### src/sv/rgbs_pkg.sv
// ----------------------------------------------------------------------------
// rgbs_pkg
// Types, widths and constants shared by the rgb sum limited scaler files.
// ----------------------------------------------------------------------------
package rgbs_pkg;

  localparam int SLOT_W  = 2;
  localparam int CHAN_W  = 8;
  localparam int LVL_W   = 10;
  localparam int SCL_W   = 18;   // scaled channel, Q.8
  localparam int SUM_W   = 20;   // sum of three scaled channels, Q.8
  localparam int PROD_W  = 36;   // scaled channel times kept sum
  localparam int NUM_W   = 28;   // dividend after dropping the 256 factor
  localparam int NCHAN   = 3;

  localparam logic [SCL_W-1:0] SCALE_INT = SCL_W'(1027);   // floor(1023*256/255)
  localparam logic [SUM_W-1:0] SUM_LIMIT = SUM_W'(261888); // 1023 * 256
  localparam logic [SUM_W-1:0] FRAC_ONE  = SUM_W'(256);

  localparam logic [CHAN_W-1:0] THIRD_1 = CHAN_W'(85);
  localparam logic [CHAN_W-1:0] THIRD_2 = CHAN_W'(170);
  localparam logic [CHAN_W-1:0] THIRD_3 = CHAN_W'(255);

  // item moving through the divider pipeline
  typedef struct packed {
    logic [SLOT_W-1:0]             slot;
    logic [SUM_W-1:0]              den;
    logic [NCHAN-1:0][NUM_W-1:0]   rem;
    logic [NCHAN-1:0][LVL_W-1:0]   quo;
  } div_item_t;

  // floor(1023*256*x/255) = 1027*x + floor(x/85)
  function automatic logic [SCL_W-1:0] scale_chan(input logic [CHAN_W-1:0] x);
    logic [SCL_W-1:0] xe;
    logic [SCL_W-1:0] q;
    begin
      xe = SCL_W'(x);
      q  = SCL_W'(x >= THIRD_1) + SCL_W'(x >= THIRD_2) + SCL_W'(x >= THIRD_3);
      scale_chan = (xe << 10) + (xe << 1) + xe + q;
    end
  endfunction

endpackage

### src/sv/rgbs_if.sv
// ----------------------------------------------------------------------------
// rgbs_if
// Valid/ready channels for color requests and scaled drive levels.
// ----------------------------------------------------------------------------
interface rgbs_in_if;
  logic                           valid;
  logic                           ready;
  logic [rgbs_pkg::SLOT_W-1:0]    slot;
  logic [rgbs_pkg::CHAN_W-1:0]    red_in;
  logic [rgbs_pkg::CHAN_W-1:0]    green_in;
  logic [rgbs_pkg::CHAN_W-1:0]    blue_in;

  modport source (output valid, slot, red_in, green_in, blue_in, input ready);
  modport sink   (input valid, slot, red_in, green_in, blue_in, output ready);
endinterface

interface rgbs_out_if;
  logic                           valid;
  logic                           ready;
  logic [rgbs_pkg::SLOT_W-1:0]    slot_out;
  logic [rgbs_pkg::LVL_W-1:0]     red_level;
  logic [rgbs_pkg::LVL_W-1:0]     green_level;
  logic [rgbs_pkg::LVL_W-1:0]     blue_level;

  modport source (output valid, slot_out, red_level, green_level, blue_level,
                  input ready);
  modport sink   (input valid, slot_out, red_level, green_level, blue_level,
                  output ready);
endinterface

### src/sv/rgb_sum_limited_scaler.sv
// ----------------------------------------------------------------------------
// rgb_sum_limited_scaler
// Scales 8-bit red, green and blue to 10-bit drive levels and, when the total
// exceeds full scale, cuts every channel by its share of the excess.
// ----------------------------------------------------------------------------
// throughput: one item per cycle while out_ch.ready is not held low; set by
//   the 14-stage pipeline whose last ten stages each resolve one quotient
//   bit of the limiting division
// each stage holds its item until the next one frees, so a stalled output
//   still lets upstream bubbles fill
// reset: synchronous, active low; clears the valid bit of every stage
// ----------------------------------------------------------------------------
module rgb_sum_limited_scaler (
  input  logic              clk,
  input  logic              rst_n,
  rgbs_in_if.sink           in_ch,
  rgbs_out_if.source        out_ch
);
  import rgbs_pkg::*;

  localparam int NDIV = LVL_W;

  // stage 1: scaled channels
  logic                          v1_r;
  logic [SLOT_W-1:0]             slot1_r;
  logic [NCHAN-1:0][SCL_W-1:0]   s1_r;
  // stage 2: sum
  logic                          v2_r;
  logic [SLOT_W-1:0]             slot2_r;
  logic [NCHAN-1:0][SCL_W-1:0]   s2_r;
  logic [SUM_W-1:0]              sum2_r;
  // stage 3: products with the kept sum
  logic                          v3_r;
  logic [SLOT_W-1:0]             slot3_r;
  logic [NCHAN-1:0][SCL_W-1:0]   s3_r;
  logic [NCHAN-1:0][PROD_W-1:0]  prod3_r;
  logic [SUM_W-1:0]              sum3_r;
  logic                          lim3_r;
  // stage 4: dividend and divisor
  logic                          v4_r;
  div_item_t                     item4_r;
  div_item_t                     item4_nxt;

  logic rdy1, rdy2, rdy3, rdy4;
  logic [NDIV:0]                 div_rdy;
  logic [NDIV:0]                 div_v;
  div_item_t                     div_item [NDIV+1];

  logic [SUM_W-1:0]              sum_nxt;
  logic [SUM_W-1:0]              kept;

  // stage ready chain: a stage takes a new item when empty or draining
  assign rdy1 = !v1_r || rdy2;
  assign rdy2 = !v2_r || rdy3;
  assign rdy3 = !v3_r || rdy4;
  assign rdy4 = !v4_r || div_rdy[0];
  assign in_ch.ready = rdy1;

  // stage 1: scale to Q.8 drive range
  always_ff @(posedge clk) begin
    if (!rst_n) begin
      v1_r <= 1'b0;
    end else if (rdy1) begin
      v1_r <= in_ch.valid;
    end
  end

  always_ff @(posedge clk) begin
    if (rdy1) begin
      slot1_r  <= in_ch.slot;
      s1_r[0]  <= scale_chan(in_ch.red_in);
      s1_r[1]  <= scale_chan(in_ch.green_in);
      s1_r[2]  <= scale_chan(in_ch.blue_in);
    end
  end

  // stage 2: total drive
  assign sum_nxt = SUM_W'(s1_r[0]) + SUM_W'(s1_r[1]) + SUM_W'(s1_r[2]);

  always_ff @(posedge clk) begin
    if (!rst_n) begin
      v2_r <= 1'b0;
    end else if (rdy2) begin
      v2_r <= v1_r;
    end
  end

  always_ff @(posedge clk) begin
    if (rdy2) begin
      slot2_r <= slot1_r;
      s2_r    <= s1_r;
      sum2_r  <= sum_nxt;
    end
  end

  // stage 3: kept = S - 256*E = 1023*256 + (S mod 256)
  assign kept = SUM_LIMIT + SUM_W'(sum2_r[7:0]);

  always_ff @(posedge clk) begin
    if (!rst_n) begin
      v3_r <= 1'b0;
    end else if (rdy3) begin
      v3_r <= v2_r;
    end
  end

  always_ff @(posedge clk) begin
    if (rdy3) begin
      slot3_r <= slot2_r;
      s3_r    <= s2_r;
      sum3_r  <= sum2_r;
      lim3_r  <= (sum2_r > SUM_LIMIT);
      for (int c = 0; c < NCHAN; c++) begin
        prod3_r[c] <= PROD_W'(s2_r[c]) * PROD_W'(kept);
      end
    end
  end

  // stage 4: limited path divides product/256 by S, otherwise s by 256
  always_comb begin
    item4_nxt.slot = slot3_r;
    item4_nxt.den  = lim3_r ? sum3_r : FRAC_ONE;
    for (int c = 0; c < NCHAN; c++) begin
      item4_nxt.rem[c] = lim3_r ? prod3_r[c][PROD_W-1:8] : NUM_W'(s3_r[c]);
      item4_nxt.quo[c] = '0;
    end
  end

  always_ff @(posedge clk) begin
    if (!rst_n) begin
      v4_r <= 1'b0;
    end else if (rdy4) begin
      v4_r <= v3_r;
    end
  end

  always_ff @(posedge clk) begin
    if (rdy4) begin
      item4_r <= item4_nxt;
    end
  end

  // division pipeline, most significant quotient bit first
  assign div_v[0]    = v4_r;
  assign div_item[0] = item4_r;
  assign div_rdy[NDIV] = out_ch.ready;

  for (genvar j = 0; j < NDIV; j++) begin : g_div
    assign div_rdy[j] = !div_v[j+1] || div_rdy[j+1];

    rgbs_div_stage #(
      .BIT (NDIV - 1 - j)
    ) u_stage (
      .clk       (clk),
      .rst_n     (rst_n),
      .load      (div_rdy[j]),
      .valid_in  (div_v[j]),
      .item_in   (div_item[j]),
      .valid_out (div_v[j+1]),
      .item_out  (div_item[j+1])
    );
  end

  // result
  assign out_ch.valid       = div_v[NDIV];
  assign out_ch.slot_out    = div_item[NDIV].slot;
  assign out_ch.red_level   = div_item[NDIV].quo[0];
  assign out_ch.green_level = div_item[NDIV].quo[1];
  assign out_ch.blue_level  = div_item[NDIV].quo[2];

endmodule

### src/sv/rgbs_div_stage.sv
// ----------------------------------------------------------------------------
// rgbs_div_stage
// One registered restoring-division step: resolves one quotient bit for all
// three channels against the shared divisor.
// ----------------------------------------------------------------------------
module rgbs_div_stage #(
  parameter int BIT = 0
) (
  input  logic                clk,
  input  logic                rst_n,
  input  logic                load,
  input  logic                valid_in,
  input  rgbs_pkg::div_item_t item_in,
  output logic                valid_out,
  output rgbs_pkg::div_item_t item_out
);
  import rgbs_pkg::*;

  localparam int CMP_W = NUM_W + 2;

  logic      valid_r;
  div_item_t item_r;
  div_item_t item_nxt;
  logic [CMP_W-1:0] den_sh;

  // shifted divisor for this bit
  assign den_sh = CMP_W'(item_in.den) << BIT;

  // compare and subtract per channel
  always_comb begin
    item_nxt = item_in;
    for (int c = 0; c < NCHAN; c++) begin
      if (CMP_W'(item_in.rem[c]) >= den_sh) begin
        item_nxt.rem[c]      = NUM_W'(CMP_W'(item_in.rem[c]) - den_sh);
        item_nxt.quo[c][BIT] = 1'b1;
      end
    end
  end

  // valid bit
  always_ff @(posedge clk) begin
    if (!rst_n) begin
      valid_r <= 1'b0;
    end else if (load) begin
      valid_r <= valid_in;
    end
  end

  // payload
  always_ff @(posedge clk) begin
    if (load) begin
      item_r <= item_nxt;
    end
  end

  assign valid_out = valid_r;
  assign item_out  = item_r;

endmodule
### src/flat_wrapper.sv
// flat-port wrapper written by rule: the top's interface ports become plain ports
module rgb_sum_limited_scaler_flat import rgbs_pkg::*;
  (clk, rst_n, in_ch_valid, in_ch_slot, in_ch_red_in, in_ch_green_in, in_ch_blue_in, in_ch_ready, out_ch_valid, out_ch_slot_out, out_ch_red_level, out_ch_green_level, out_ch_blue_level, out_ch_ready);
  rgbs_in_if in_ch_i ();
  rgbs_out_if out_ch_i ();
  input  logic clk;
  input  logic rst_n;
  input wire logic [$bits(in_ch_i.valid)-1:0] in_ch_valid;
  input wire logic [$bits(in_ch_i.slot)-1:0] in_ch_slot;
  input wire logic [$bits(in_ch_i.red_in)-1:0] in_ch_red_in;
  input wire logic [$bits(in_ch_i.green_in)-1:0] in_ch_green_in;
  input wire logic [$bits(in_ch_i.blue_in)-1:0] in_ch_blue_in;
  output wire logic [$bits(in_ch_i.ready)-1:0] in_ch_ready;
  output wire logic [$bits(out_ch_i.valid)-1:0] out_ch_valid;
  output wire logic [$bits(out_ch_i.slot_out)-1:0] out_ch_slot_out;
  output wire logic [$bits(out_ch_i.red_level)-1:0] out_ch_red_level;
  output wire logic [$bits(out_ch_i.green_level)-1:0] out_ch_green_level;
  output wire logic [$bits(out_ch_i.blue_level)-1:0] out_ch_blue_level;
  input wire logic [$bits(out_ch_i.ready)-1:0] out_ch_ready;
  assign in_ch_i.valid = in_ch_valid;
  assign in_ch_i.slot = in_ch_slot;
  assign in_ch_i.red_in = in_ch_red_in;
  assign in_ch_i.green_in = in_ch_green_in;
  assign in_ch_i.blue_in = in_ch_blue_in;
  assign in_ch_ready = in_ch_i.ready;
  assign out_ch_valid = out_ch_i.valid;
  assign out_ch_slot_out = out_ch_i.slot_out;
  assign out_ch_red_level = out_ch_i.red_level;
  assign out_ch_green_level = out_ch_i.green_level;
  assign out_ch_blue_level = out_ch_i.blue_level;
  assign out_ch_i.ready = out_ch_ready;
  rgb_sum_limited_scaler u_core (.clk(clk), .rst_n(rst_n), .in_ch(in_ch_i), .out_ch(out_ch_i));
endmodule
### config.mk
export PLATFORM = sky130hd
export DESIGN_NAME = rgb_sum_limited_scaler_flat
export DESIGN_NICKNAME = d
export VERILOG_FILES = /design/src/sv/rgbs_pkg.sv /design/src/sv/rgbs_if.sv /design/src/sv/rgb_sum_limited_scaler.sv /design/src/sv/rgbs_div_stage.sv /design/src/flat_wrapper.sv
export SDC_FILE = /design/constraint.sdc
export NUM_CORES = 2
export LEC_CHECK = 0
export BUFFER_PORTS_ARGS = -buffer_cell sky130_fd_sc_hd__buf_4
export CAP_MARGIN = 5
export CORE_ASPECT_RATIO = 1.1
export CORE_MARGIN = 1.5
export CORE_UTILIZATION = 45
export CTS_BUF_LIST = sky130_fd_sc_hd__clkbuf_8
export DETAILED_ROUTE_END_ITERATION = 10
export PLACE_DENSITY_LB_ADDON = 0.3
export SLEW_MARGIN = 20
export SYNTH_ARGS = -nofsm -noshare
export SYNTH_HDL_FRONTEND = slang
export SYNTH_HIERARCHICAL = 1
export SYNTH_SLANG_ARGS = --single-unit
### constraint.sdc
create_clock -name clk -period 24.6 [get_ports clk]
set_clock_uncertainty 0.05 [all_clocks]
set_input_delay 6.15 -clock clk [delete_from_list [all_inputs] [get_ports clk]]
set_output_delay 6.15 -clock clk [all_outputs]
set_load 0.02 [all_outputs]
; Yosys cells after proc, flatten, opt, wreduce, memory -nomap -nowiden
; Index checks and enable logic that the tools add are counted.
[totals]
ramBits = 0
ff_bits = 1558
in_bits = 30
wordCells = 289
mem_count = 0
romBits = 0
latchBits = 0
[classes]
div = 0
shift = 0
eq_ne = 0
order_cmp = 40
bitwise = 0
reduce_logical = 28
n_mul = 3
n_mux = 30
add_sub_neg = 45
[op_table]
columns = op, count
row1 = 2-to-1 mux 28 bit, 27
row2 = subtractor 28 bit, 6
row3 = multiplier 18 x 20 -> 36 bit, 3
row4 = >= comparator 28 x 29 -> 1 bit, 3
row5 = >= comparator 28 x 20 -> 1 bit, 3
row6 = >= comparator 28 x 21 -> 1 bit, 3
row7 = >= comparator 28 x 22 -> 1 bit, 3
row8 = >= comparator 28 x 23 -> 1 bit, 3
row9 = >= comparator 28 x 24 -> 1 bit, 3
row10 = >= comparator 28 x 25 -> 1 bit, 3
row11 = >= comparator 28 x 26 -> 1 bit, 3
row12 = >= comparator 28 x 27 -> 1 bit, 3
row13 = >= comparator 28 bit, 3
row14 = subtractor 28 x 21 -> 28 bit, 3
row15 = subtractor 28 x 22 -> 28 bit, 3
row16 = subtractor 28 x 23 -> 28 bit, 3
row17 = subtractor 28 x 24 -> 28 bit, 3
row18 = subtractor 28 x 25 -> 28 bit, 3
row19 = subtractor 28 x 26 -> 28 bit, 3
row20 = subtractor 28 x 27 -> 28 bit, 3
row21 = adder 18 x 1 -> 18 bit, 3
row22 = adder 18 bit, 3
row23 = adder 18 x 8 -> 18 bit, 3
row24 = adder 18 x 9 -> 18 bit, 3
row25 = other kinds (10), 47

; Logic depth before layout (Yosys ltp)
[logic_depth]
word_depth = 15
ltp_mapped = 25

; Cells and area by module
; Netlist, hierarchy kept.
[modules_own_cells]
columns = mod, n_inst, area_each_um2, cells_each
row1 = rgb_sum_limited_scaler, 1, 40894.2, 3615
row2 = rgbs_div_stage (u_core.g_div[9].u_stage), 1, 8713.4, 853
row3 = rgbs_div_stage (u_core.g_div[8].u_stage), 1, 8628.3, 830
row4 = rgbs_div_stage (u_core.g_div[7].u_stage), 1, 8434.3, 779
row5 = rgbs_div_stage (u_core.g_div[4].u_stage), 1, 8348.0, 759
row6 = rgbs_div_stage (u_core.g_div[1].u_stage), 1, 8313.0, 719
row7 = rgbs_div_stage (u_core.g_div[6].u_stage), 1, 8287.9, 757
row8 = rgbs_div_stage (u_core.g_div[3].u_stage), 1, 8171.6, 735
row9 = rgbs_div_stage (u_core.g_div[5].u_stage), 1, 8167.8, 752
row10 = rgbs_div_stage (u_core.g_div[2].u_stage), 1, 8140.3, 739
row11 = rgbs_div_stage (u_core.g_div[0].u_stage), 1, 7761.2, 632

; Worst setup path before layout
; No wires, ideal clock.
[synth_timing]
path_kind = input-to-output
start = input port out_ch_ready
end = output port in_ch_ready
setup_slack_ns = 0.678
path_buffers = 0
required_time_ns = 18.400
arrival_ns = 17.722
stages = 8
path_cell_list = and3b_1 and3_1 nand3_1 nor2_1 nand4_1 nor2_1 and3_1 nand2_1
[synth_via]
elab_chain_len = 14
[synth_rtl]
columns = item, line
row1 = "start, declared", flat_wrapper.sv:19  ; input wire logic [$bits(out_ch_i.ready)-1:0] out_ch_ready;
row2 = logical OR 1 bit (6 in a row), rgb_sum_limited_scaler.sv:149  ; assign div_rdy[j] = !div_v[j+1] || div_rdy[j+1];
row3 = named net u_core.div_rdy[4], rgb_sum_limited_scaler.sv:45  ; logic [NDIV:0] div_rdy;
row4 = logical OR 1 bit (4 in a row), rgb_sum_limited_scaler.sv:149
row5 = named net u_core.div_rdy[0], rgb_sum_limited_scaler.sv:45
row6 = logical OR 1 bit, rgb_sum_limited_scaler.sv:56  ; assign rdy4 = !v4_r || div_rdy[0];
row7 = logical OR 1 bit, rgb_sum_limited_scaler.sv:55  ; assign rdy3 = !v3_r || rdy4;
row8 = logical OR 1 bit, rgb_sum_limited_scaler.sv:54  ; assign rdy2 = !v2_r || rdy3;
row9 = logical OR 1 bit, rgb_sum_limited_scaler.sv:53  ; assign rdy1 = !v1_r || rdy2;
row10 = "end, declared", flat_wrapper.sv:13  ; output wire logic [$bits(in_ch_i.ready)-1:0] in_ch_ready;
; The timed path passes the listed nets, and every way through them passes these cells.

; Final worst setup path
; Same ends and word-level chain as after synthesis.

==> metrics.md <==
| Metric | Value |
|---|---|
| Initial antenna violation count | `8` |
| Core ar. | `259900 um2` |
| Fin Hold WS | `313.4 ps` |
| Vias in the first global route | `83832` |
| Setup TNS | `0 ps` |
| Placer Congestion | `1.016` |
| Clock transition at the registers of the reported paths | `60 ps` |
| CTS Sinks | `1669` |
| Max Root-Sink Buffers | `4` |
| Multi-input logic area | `62070 um2` |
| Final Hold Vio Count | `0` |
| Post-CTS setup buffers | `0` |
| Fin nets | `12471` |
| Status | `complete, no violations` |
| Most common cell after layout, fill and taps aside | `edfxtp_1` |
| Clock H-tree levels | `5` |
| CP endpoint kind | `output pin` |
| Register area | `49980 um2` |
| Routed WL | `329700 um` |
| Crit start category | `primary input` |
| Slew HR | `11.12%` |
| Worst Path Max Fanout | `31` |
| Total of max-cap violations | `0` |
| Final setup viols | `0` |
| Synthesized area | `117900 um2` |
| Fin crit period | `15580 ps` |
| Site row count | `196` |
| Layout area overhead | `8.697%` |
| Synth Warn # | `6` |
| DR iter-0 viols | `4312` |
| DRT antenna net count | `0` |
| Share of cells above drive strength 1 | `8.467%` |
| Max Clk Rate | `64.20 MHz` |
| Vias per cell | `5.474` |
| Final Cycle Share | `63.32%` |
| Cts bufs inserted | `296` |
| HPWL Detailed | `265900 um` |
| I/O pin total | `64` |
| Cts hold-fix bufs | `0` |
| Worst EP arrival | `9380 ps` |
| Tightest Pin Transition | `1319 ps` |
| Routed wire per std cell | `22.80 um` |
| First-pass iteration count of the detailed router | `8` |
| Mapped Cells | `10584` |
| Fillcell total | `23253` |
| Post-CTS Resized | `0` |
| Worst path required time | `18400 ps` |
| RSZ-0062 raised after global routing | `no` |
| Die ar. | `265000 um2` |
| DIE HEIGHT | `539.8 um` |
| Worst Hold Class | `register to register` |
| Post-route DRC | `0` |
| First-pass GRT wire length | `495700 um` |
| Crit path kind | `primary input to output pin` |
| GRT Overall Usage | `24.66%` |
| Vias post-DR | `79143` |
| Most frequent cells in the layout | `edfxtp_1 (1655), inv_1 (1335), ha_1 (1013)` |
| CTS tree | `yes` |
| Chip width | `491.0 um` |
| Initial core utilization | `45.34%` |
| Gr ovfl total | `0` |
| Largest net degree at the start of global routing | `138` |
| Synthesized area per cell | `11.14 um2` |
| CTS root buf | `clkbuf_8` |
| Max Slew Vio Count | `0` |
| Clock Latency Late Sink | `1010 ps` |
| Port bufs | `63` |
==> path summary, 6_finish.rpt <==
kind	from	endpoint	slack, ps	depth (start not counted)
max	out_ch_ready	in_ch_ready	9020	11
max reg2reg	u_core/sum2_r[4]	u_core/prod3_r[34]	17040	22
min reg2reg	u_core/g_div[1].u_stage/item_out[18]	u_core/g_div[2].u_stage/item_out[18]	310	0
min	u_core/g_div[1].u_stage/item_out[18]	u_core/g_div[2].u_stage/item_out[18]	310	0
==> critical path: stages <==
cell and delay [ps]:
buf_4 110, and3b_1 360, and3_1 410, nand3_4 400, nor2_1 250, buf_4 220
nand4_1 210, nor2_1 500, and3_1 340, nand2_2 180, buf_4 210
==> state kept, by name (all words and copies together) (netlist names), 2 cells and up <==
| register | cells |
|---|---|
| u_core/slot2_r | 2 |
| u_core/g_div.u_stage/item_out | 1256 |
| u_core/g_div.u_stage/valid_out | 10 |
| u_core/prod3_r | 84 |
| u_core/s1_r | 54 |
| u_core/sum2_r | 20 |
| u_core/s2_r | 54 |
| u_core/div_item | 106 |
| u_core/slot1_r | 2 |
| u_core/s3_r | 54 |
| u_core/slot3_r | 2 |
| u_core/sum3_r | 20 |
==> stage by stage <==
| step | instances | setup WS (ps) | cell area (um2) | utilization [%] |
|---|---|---|---|---|
| 6_report | 14459 | 9024 | 128100 | 49.29 |
| 2_1_floorplan | 10613 | 677.5 | 118000 | - |
| 4_1_cts | 14449 | 8961 | 128100 | 49.28 |
| 3_5_place_dp | 13934 | 8991 | 122200 | 47.03 |
| 3_3_place_gp | 13934 | 8955 | 122200 | 47.02 |
| 5_1_grt | 14455 | 8760 | 128100 | 49.28 |
==> area by class of cell <==
cell class	instances	share of cell area, %
clock inverter	211	1.303
timing repair buffer	139	0.8271
tap	3465	3.384
clock buffer	304	3.266
sequential	1669	39.01
antenna	10	0.01953
inverter	1275	3.749
multi-input combinational	7386	48.44
==> metal layers <==
| layer | up-vias | track usage [%] | part of all wire, % |
|---|---|---|---|
| li1 | 37870 | - | - |
| met3 | 906 | 2.980 | 3.4 |
| met5 | - | 0 | 0 |
| met2 | 2050 | 46.69 | 53 |
| met4 | 0 | 19.81 | 9.2 |
| met1 | 38317 | 23.93 | 34 |
Power is not shown: default switching activity piles up to over one toggle a cycle in this logic, so the estimate is an artifact.
